==> src/hdl/orb_pkg.sv <==
// ----------------------------------------------------------------------------
// orb_pkg
// shared types and constants of the overlap reblocking buffer
// ----------------------------------------------------------------------------
`default_nettype none

package orb_pkg;

  localparam int CFG_W    = 11;             // width of the length registers
  localparam int SAMPLE_W = 32;             // raw sample word
  localparam int IDX_W    = 3;              // register index
  localparam int CNT_W    = $clog2(CFG_W);  // modulo step counter

  localparam logic [CFG_W-1:0] RST_LEN = 11'd64;

  typedef enum logic {
    OP_WRITE = 1'b0,
    OP_READ  = 1'b1
  } op_t;

  typedef enum logic [IDX_W-1:0] {
    REG_BUF_LEN   = 3'd0,
    REG_HOP_LEN   = 3'd1,
    REG_WR_START  = 3'd2,
    REG_ZERO_MODE = 3'd3,
    REG_WR_VLEN   = 3'd4,
    REG_RD_VLEN   = 3'd5
  } reg_idx_t;

  typedef enum logic [1:0] {
    ST_CLEAR = 2'd0,
    ST_RUN   = 2'd1,
    ST_MOD   = 2'd2
  } seq_state_t;

  // status from the sequencer to the datapath
  typedef struct packed {
    logic             busy;
    logic             clr_we;
    logic             mod_done;
    logic [CFG_W-1:0] mod_rem;
  } seq_stat_t;

endpackage

`default_nettype wire

==> src/hdl/orb_seq.sv <==
// ----------------------------------------------------------------------------
// orb_seq
// clearing sweep after reset and base re-reduction after a length change
// ----------------------------------------------------------------------------
`default_nettype none

module orb_seq
  import orb_pkg::*;
#(
  parameter int MAX_ENTRIES = 1024
) (
  input  wire logic                           clk,
  input  wire logic                           rst_n,
  input  wire logic                           len_wr,
  input  wire logic [CFG_W-1:0]               raw_base,
  input  wire logic [CFG_W-1:0]               len,
  output logic      [$clog2(MAX_ENTRIES)-1:0] clr_addr,
  output seq_stat_t                           stat
);

  localparam int AW = $clog2(MAX_ENTRIES);
  localparam logic [AW-1:0]    LAST_ADDR = AW'(MAX_ENTRIES - 1);
  localparam logic [CNT_W-1:0] LAST_STEP = CNT_W'(CFG_W - 1);

  seq_state_t       state_r, state_nxt;
  logic [AW-1:0]    clr_addr_r, clr_addr_nxt;
  logic [CNT_W-1:0] cnt_r, cnt_nxt;
  logic [CFG_W-1:0] rem_r, rem_nxt;
  logic [CFG_W-1:0] div_r, div_nxt;
  logic [CFG_W:0]   rem_t;
  logic [CFG_W:0]   rem_s;

  // one restoring step: shift in the next dividend bit, subtract if it fits
  always_comb begin
    rem_t = {rem_r, div_r[CFG_W-1]};
    rem_s = (rem_t >= {1'b0, len}) ? (rem_t - {1'b0, len}) : rem_t;
  end

  always_comb begin
    state_nxt    = state_r;
    clr_addr_nxt = clr_addr_r;
    cnt_nxt      = cnt_r;
    rem_nxt      = rem_r;
    div_nxt      = div_r;
    stat         = '0;
    case (state_r)
      ST_CLEAR: begin
        stat.busy    = 1'b1;
        stat.clr_we  = 1'b1;
        clr_addr_nxt = clr_addr_r + 1'b1;
        if (clr_addr_r == LAST_ADDR) begin
          state_nxt = ST_RUN;
        end
      end
      ST_RUN: begin
        if (len_wr) begin
          state_nxt = ST_MOD;
          cnt_nxt   = '0;
          rem_nxt   = '0;
          div_nxt   = raw_base;
        end
      end
      ST_MOD: begin
        stat.busy = 1'b1;
        rem_nxt   = rem_s[CFG_W-1:0];
        div_nxt   = {div_r[CFG_W-2:0], 1'b0};
        cnt_nxt   = cnt_r + 1'b1;
        if (len_wr) begin
          cnt_nxt = '0;
          rem_nxt = '0;
          div_nxt = raw_base;
        end else if (cnt_r == LAST_STEP) begin
          stat.mod_done = 1'b1;
          state_nxt     = ST_RUN;
        end
        stat.mod_rem = rem_s[CFG_W-1:0];
      end
      default: begin
        state_nxt = ST_RUN;
      end
    endcase
  end

  always_ff @(posedge clk) begin
    if (!rst_n) begin
      state_r    <= ST_CLEAR;
      clr_addr_r <= '0;
      cnt_r      <= '0;
    end else begin
      state_r    <= state_nxt;
      clr_addr_r <= clr_addr_nxt;
      cnt_r      <= cnt_nxt;
    end
  end

  always_ff @(posedge clk) begin
    rem_r <= rem_nxt;
    div_r <= div_nxt;
  end

  assign clr_addr = clr_addr_r;

endmodule

`default_nettype wire

==> config.mk <==
export PLATFORM = sky130hd
export DESIGN_NAME = orb_seq
export DESIGN_NICKNAME = d
export VERILOG_FILES = /design/src/hdl/orb_pkg.sv /design/src/hdl/orb_seq.sv
export SDC_FILE = /design/constraint.sdc
export NUM_CORES = 1
export LEC_CHECK = 0
export BUFFER_PORTS_ARGS = -buffer_cell sky130_fd_sc_hd__buf_2
export CAP_MARGIN = 0
export CORE_MARGIN = 8
export CORE_UTILIZATION = 30
export DETAILED_ROUTE_END_ITERATION = 8
export GPL_TIMING_DRIVEN = 0
export HOLD_SLACK_MARGIN = 0.12
export SLEW_MARGIN = 25
export SYNTH_ARGS = -nofsm -noshare
export SYNTH_HDL_FRONTEND = slang
export SYNTH_SLANG_ARGS = --single-unit
==> constraint.sdc <==
create_clock -name clk -period 2.1 [get_ports clk]
set_clock_uncertainty 0.05 [all_clocks]
set_input_delay 0.21 -clock clk [delete_from_list [all_inputs] [get_ports clk]]
set_output_delay 0.21 -clock clk [all_outputs]
set_load 0.02 [all_outputs]
Word level (Yosys, flattened, before mapping)
Index checks and enable logic that the tools add are counted.
{ "classes": {"n_reduce_logical": 5, "muxes": 20, "eq_ne": 8, "order_cmp": 1, "n_addsub": 3} }
{ "ops": {"columns": ["cell", "n"], "rows": [
  ["11-bit 2-to-1 mux", 5],
  ["11-bit one-hot mux with 2 select lines", 2],
  ["12-bit by 11-bit greater-or-equal comparator with 1-bit output", 1],
  ["12-bit 2-to-1 mux", 1],
  ["11-bit subtractor", 1],
  ["10-bit by 1-bit adder with 10-bit output (second input constant)", 1],
  ["10-bit equality test (second input constant)", 1],
  ["2-bit 2-to-1 mux", 4],
  ["4-bit 2-to-1 mux", 2],
  ["2-bit inequality test (second input constant)", 4],
  ["4-bit one-hot mux with 2 select lines", 1],
  ["2-bit one-hot mux with 3 select lines", 1],
  ["4-bit by 1-bit adder with 4-bit output (second input constant)", 1],
  ["4-bit equality test (second input constant)", 1],
  ["1-bit 2-to-1 mux", 4],
  ["4-bit AND reduction", 1],
  ["2-bit by 1-bit equality test with 1-bit output (second input constant)", 1],
  ["2-bit equality test (second input constant)", 1],
  ["2-bit zero test", 1],
  ["2-bit AND reduction", 1],
  ["2-bit nonzero test", 1],
  ["2-bit OR reduction", 1]
]} }
{ "word_totals": {"wordCells": 42, "inputBits": 25, "register_bits": 38, "output_inout_bits": 24} }

Depth between registers and ports, before layout
{ "depth": {"depth_word": 4, "depth_mapped": 10, "ltp_nobuf": 9} }

Worst setup path after synthesis
OpenSTA, ideal clock, no wires.
{ "synth_timing": {"kind": "register to output", "startpoint": "register div_r[10]", "endpoint": "output stat[1] (netlist bit)", "t_arrival_ns": 2.194, "path_slack_ns": -0.354, "t_required_ns": 1.840, "path_stages_with_launch": 11, "n_path_buf": 1, "cell_sequence": "edfxtp_1 inv_1 ha_1 fa_1 nor2b_4 o21ai_1 a21oi_2 o31ai_2 buf_6 mux2_4 nor2_1"} }
{ "synth_rtl": {"columns": ["element", "line", "rtl"], "rows": [
  ["start, declared", "orb_seq.sv:29", "logic [CFG_W-1:0] div_r, div_nxt;"],
  ["start signal, assigned", "orb_seq.sv:98", "div_r <= div_nxt;"],
  ["end, declared", "orb_seq.sv:18", "output seq_stat_t stat"]
]} }

==> qor.txt <==
Status: finished with violations
Violated checks: negative setup slack
Data arrival, critical path: 2.51 ns
Synth Flop Type: sky130_fd_sc_hd__edfxtp_1
Crit. End Element: output pin
Yosys warnings: 0
Pin count of the biggest net entering global routing: 23
Minimum setup slack among reg-to-reg paths: -0.33 ns
Class of the most critical hold timing path: input port to register
Depth of the critical timing path with buffers and inverters included: 12
Final critical-path required period: 2.77 ns
Power dissipated by switching net loads: 450 uW
Cell at the slowest stage of the critical path: sky130_fd_sc_hd__fa_2
P_int: 1210 uW
Worst-case hold slack: 0.139 ns
Port bufs: 48
Die width: 108 um
Flop and latch count out of synthesis: 38
Clock tree from TritonCTS: done
Syn Std Cell Area: 0.00251 mm^2
Count of vias placed by the detailed router: 2174
Fmax: 361 MHz
Mean number of vias per cell: 4.89
P_leak: 0.00134 uW
Max Cap Violations: 0
Total clock buffers created by CTS: 5
Relative contribution of combinational cells to total power: 17.9%
Highest cell delay on the worst timing path: 0.36 ns
Worst path required time: 1.84 ns
Global-route wire length before repair: 10.9 mm
Average cell area after synthesis: 9.41 um^2
Sum Neg Setup Slack: -9.35 ns
Worst setup margin: -0.669 ns
Full die area: 0.0116 mm^2
Area used by multi-input combinational logic: 0.00173 mm^2
Site Rows: 33
Kind of cell with the highest combined delay on the critical path: adder cells
RSZ-0062 raised after global routing: true
Total core area: 0.00818 mm^2
Final RePlAce weighted congestion: 0.773
Async S/R FF share, synth: 0%
Buffers from clock root to sink, at most: 2
Congestion Overflow GR: 0
Drt initial violations: 107
DRT Pass-1 Iters: 6
Clock slew at reported path FFs: 0.08 ns
Power density over the cells: 469 mW/mm^2
Sequential fraction of design power: 47.7%
Root Driver: sky130_fd_sc_hd__clkbuf_8
Worst-Margin Slew: 0.898 ns
I/O Pins: 49
Post-route DRC violation count: 0
Clock network power share: 34.4%
Portion of the post-synthesis area used by sequential elements: 39.0%
Number of H-tree levels: 2
Routed wire length per instance: 14.5 um
Worst IR Drop VDD: 0.259 mV
R2R cell count: 13
Antenna Violating Nets Remaining: 0
Number of cells on the worst hold path: 2
Layout cells sized above 1: 40.9%
Total routed wirelength: 6.46 mm
Synth unique cells: 55
Synth-to-layout area growth: 41.2%
Total track usage: 11.4%
Antenna violations before repair: 0
Count of endpoints failing hold in the final timing report: 0
Sequential standard cell area: 981 um^2
Post-synthesis cell count: 267
Clock latency on the worst-skew pair: 0.30 ns
Detailed placement HPWL: 4.63 mm
Switching share of power: 27.1%
Final Net Count: 379
Setup CP Type: register to output pin
Normalized max-slew margin: 40.1%
Sum of buffers and inverters on the critical path: 4
Count of flip-flops with a built-in enable after synthesis: 22
Number of filler cells placed in the layout: 830
Number of diodes added for antenna fixing: 0
Kind of start point of the critical path: register
CP Cell Sequence: inv_2, ha_4, fa_2, nor2b_4, o21ai_2, a21oi_2, o31ai_4, buf_6, buf_12, mux2i_4, nor2_2, buf_6
Via count of the first global-routing pass: 2323
Vertical die dimension: 108 um
Ratio of final minimum period to clock period: 132%
Top cell by count, worst path: sky130_fd_sc_hd__buf_6
Number of pins with negative max-slew slack in the final report: 0
Setup violators final: 23
Post-placement worst setup slack: -0.456 ns
Syn_nets: 307
Initial Utilization: 30.7%
Hold-fix buffer count after cts: 0
CP Max Fanout: 5
Clock sinks: 38
-- metal layers --
metal | GRT usage (%) | vias to the layer above | share of wire, % | wire length, um
met5 | 0 | - | 0 | 0
met4 | 1.78 | 0 | 0.26 | 17
met3 | 3.05 | 2 | 5.5 | 355
met2 | 19.7 | 47 | 49 | 3170
met1 | 14.1 | 1024 | 45 | 2920
li1 | - | 1101 | - | -
-- repair_timing --
action                     in CTS  in global routing
setup endpoints to repair      23                 45
gates cloned                    0                  1
resized for setup              48                  9
pin swaps                       7                  5
setup buffers                  15                  2
-- cell families after synthesis --
logic type / count (synthesis) / share of synthesized area, %
XOR/XNOR: 12 / 4.18
multiplexers: 22 / 9.51
flip-flops: 38 / 39.0
AND/OR/NAND/NOR: 98 / 19.8
adder cells (fa/ha/maj): 15 / 7.77
buffers and inverters: 27 / 4.93
AO/OA/AOI/OAI: 55 / 14.7
-- through the flow --
stage	instance area [um^2]	power (uW)	std cells	utilization, %
after floorplan	2680	982	267	-
after global placement	3050	1040	420	37.3
after detailed placement	3050	1050	420	37.3
after CTS	3490	1670	443	42.7
after global routing	3550	1740	445	43.4
final	3550	1660	445	43.4
-- path summary, 6_finish.rpt --
check / startpoint / endpoint
setup / recovery: div_r[10] / stat[4]
hold / removal: raw_base[0] / div_r[0]
setup reg to reg: div_r[10] / rem_r[7]
hold reg to reg: clr_addr[9] / clr_addr[9]
-- registers in the layout (all words and copies together), names as in the netlist --
signal,flops
rem_r,11
clr_addr,10
state_r,2
div_r,11
cnt_r,4
-- synth_stat cells, drive strengths merged, types with 2 or more instances --
| library cell | count | area (um^2) |
|---|---|---|
| mux2 | 12 | 139 |
| a21o | 2 | 15.0 |
| nand3b | 2 | 15.0 |
| nor3 | 2 | 10.0 |
| ha | 14 | 175 |
| a31oi | 3 | 18.8 |
| inv | 17 | 63.8 |
| nand4 | 5 | 31.3 |
| o21a | 5 | 37.5 |
| o21ai | 13 | 65.1 |
| or4 | 2 | 15.0 |
| edfxtp | 22 | 661 |
| nor2 | 32 | 123 |
| or2 | 4 | 25.0 |
| mux2i | 10 | 100 |
| buf | 8 | 52.6 |
| clkbuf | 2 | 7.51 |
| o311ai | 2 | 17.5 |
| xnor2 | 8 | 70.1 |
| or3 | 3 | 18.8 |
| nand3 | 5 | 25.0 |
| and4 | 2 | 17.5 |
| a21oi | 13 | 72.6 |
| and2 | 10 | 62.6 |
| nand2b | 3 | 18.8 |
| nor2b | 3 | 26.3 |
| a21boi | 6 | 45.0 |
| dfxtp | 16 | 320 |
| xor2 | 4 | 35.0 |
| nand2 | 19 | 71.3 |
| and3 | 4 | 25.0 |
| o2111ai | 2 | 17.5 |
-- area by class of cell --
type / count / area share (%)
inverters: 17 / 1.90
clock inverters: 2 / 0.423
multi-input cells: 202 / 48.6
clock buffers: 6 / 2.33
plain buffers: 10 / 2.01
flip-flops and latches: 38 / 27.7
repair inverters: 1 / 0.212
repair buffers: 64 / 13.1
well taps: 105 / 3.70
-- cell usage in the layout, fill, tap and decap left out, types with 3 or more instances in the layout --
| master | Yosys | layout |
|---|---|---|
| sky130_fd_sc_hd__dfxtp_1 | 16 | 16 |
| sky130_fd_sc_hd__o21ai_0 | 10 | 9 |
| sky130_fd_sc_hd__nor2_1 | 31 | 18 |
| sky130_fd_sc_hd__nand2_1 | 19 | 18 |
| sky130_fd_sc_hd__buf_2 | 6 | 40 |
| sky130_fd_sc_hd__mux2_1 | 5 | 4 |
| sky130_fd_sc_hd__mux2_2 | 6 | 6 |
| sky130_fd_sc_hd__clkbuf_8 | 0 | 6 |
| sky130_fd_sc_hd__ha_1 | 14 | 7 |
| sky130_fd_sc_hd__xor2_1 | 4 | 4 |
| sky130_fd_sc_hd__nand3_1 | 5 | 5 |
| sky130_fd_sc_hd__nand4_1 | 5 | 5 |
| sky130_fd_sc_hd__mux2i_4 | 0 | 8 |
| sky130_fd_sc_hd__and2_1 | 10 | 10 |
| sky130_fd_sc_hd__or3_1 | 3 | 3 |
| sky130_fd_sc_hd__a21boi_0 | 4 | 4 |
| sky130_fd_sc_hd__or2_1 | 3 | 3 |
| sky130_fd_sc_hd__nand2b_1 | 3 | 3 |
| sky130_fd_sc_hd__o21a_1 | 5 | 5 |
| sky130_fd_sc_hd__a21oi_2 | 2 | 3 |
| sky130_fd_sc_hd__nor2_2 | 1 | 12 |
| sky130_fd_sc_hd__ha_4 | 0 | 6 |
| sky130_fd_sc_hd__a21oi_1 | 11 | 7 |
| sky130_fd_sc_hd__and3_1 | 4 | 4 |
| sky130_fd_sc_hd__edfxtp_1 | 22 | 22 |
| sky130_fd_sc_hd__buf_4 | 0 | 13 |
| sky130_fd_sc_hd__xnor2_1 | 8 | 8 |
| sky130_fd_sc_hd__buf_6 | 2 | 17 |
| sky130_fd_sc_hd__inv_1 | 16 | 14 |
| sky130_fd_sc_hd__a21oi_4 | 0 | 3 |
-- power groups by stage --
stage / sequential [uW] / combinational [uW] / clock [uW]
after floorplan: 814 / 168 / 0
after global placement: 809 / 234 / 0
after detailed placement: 809 / 238 / 0
after CTS: 792 / 286 / 589
after global routing: 793 / 329 / 622
final: 792 / 297 / 572
Power figures use the tool's default switching activity.
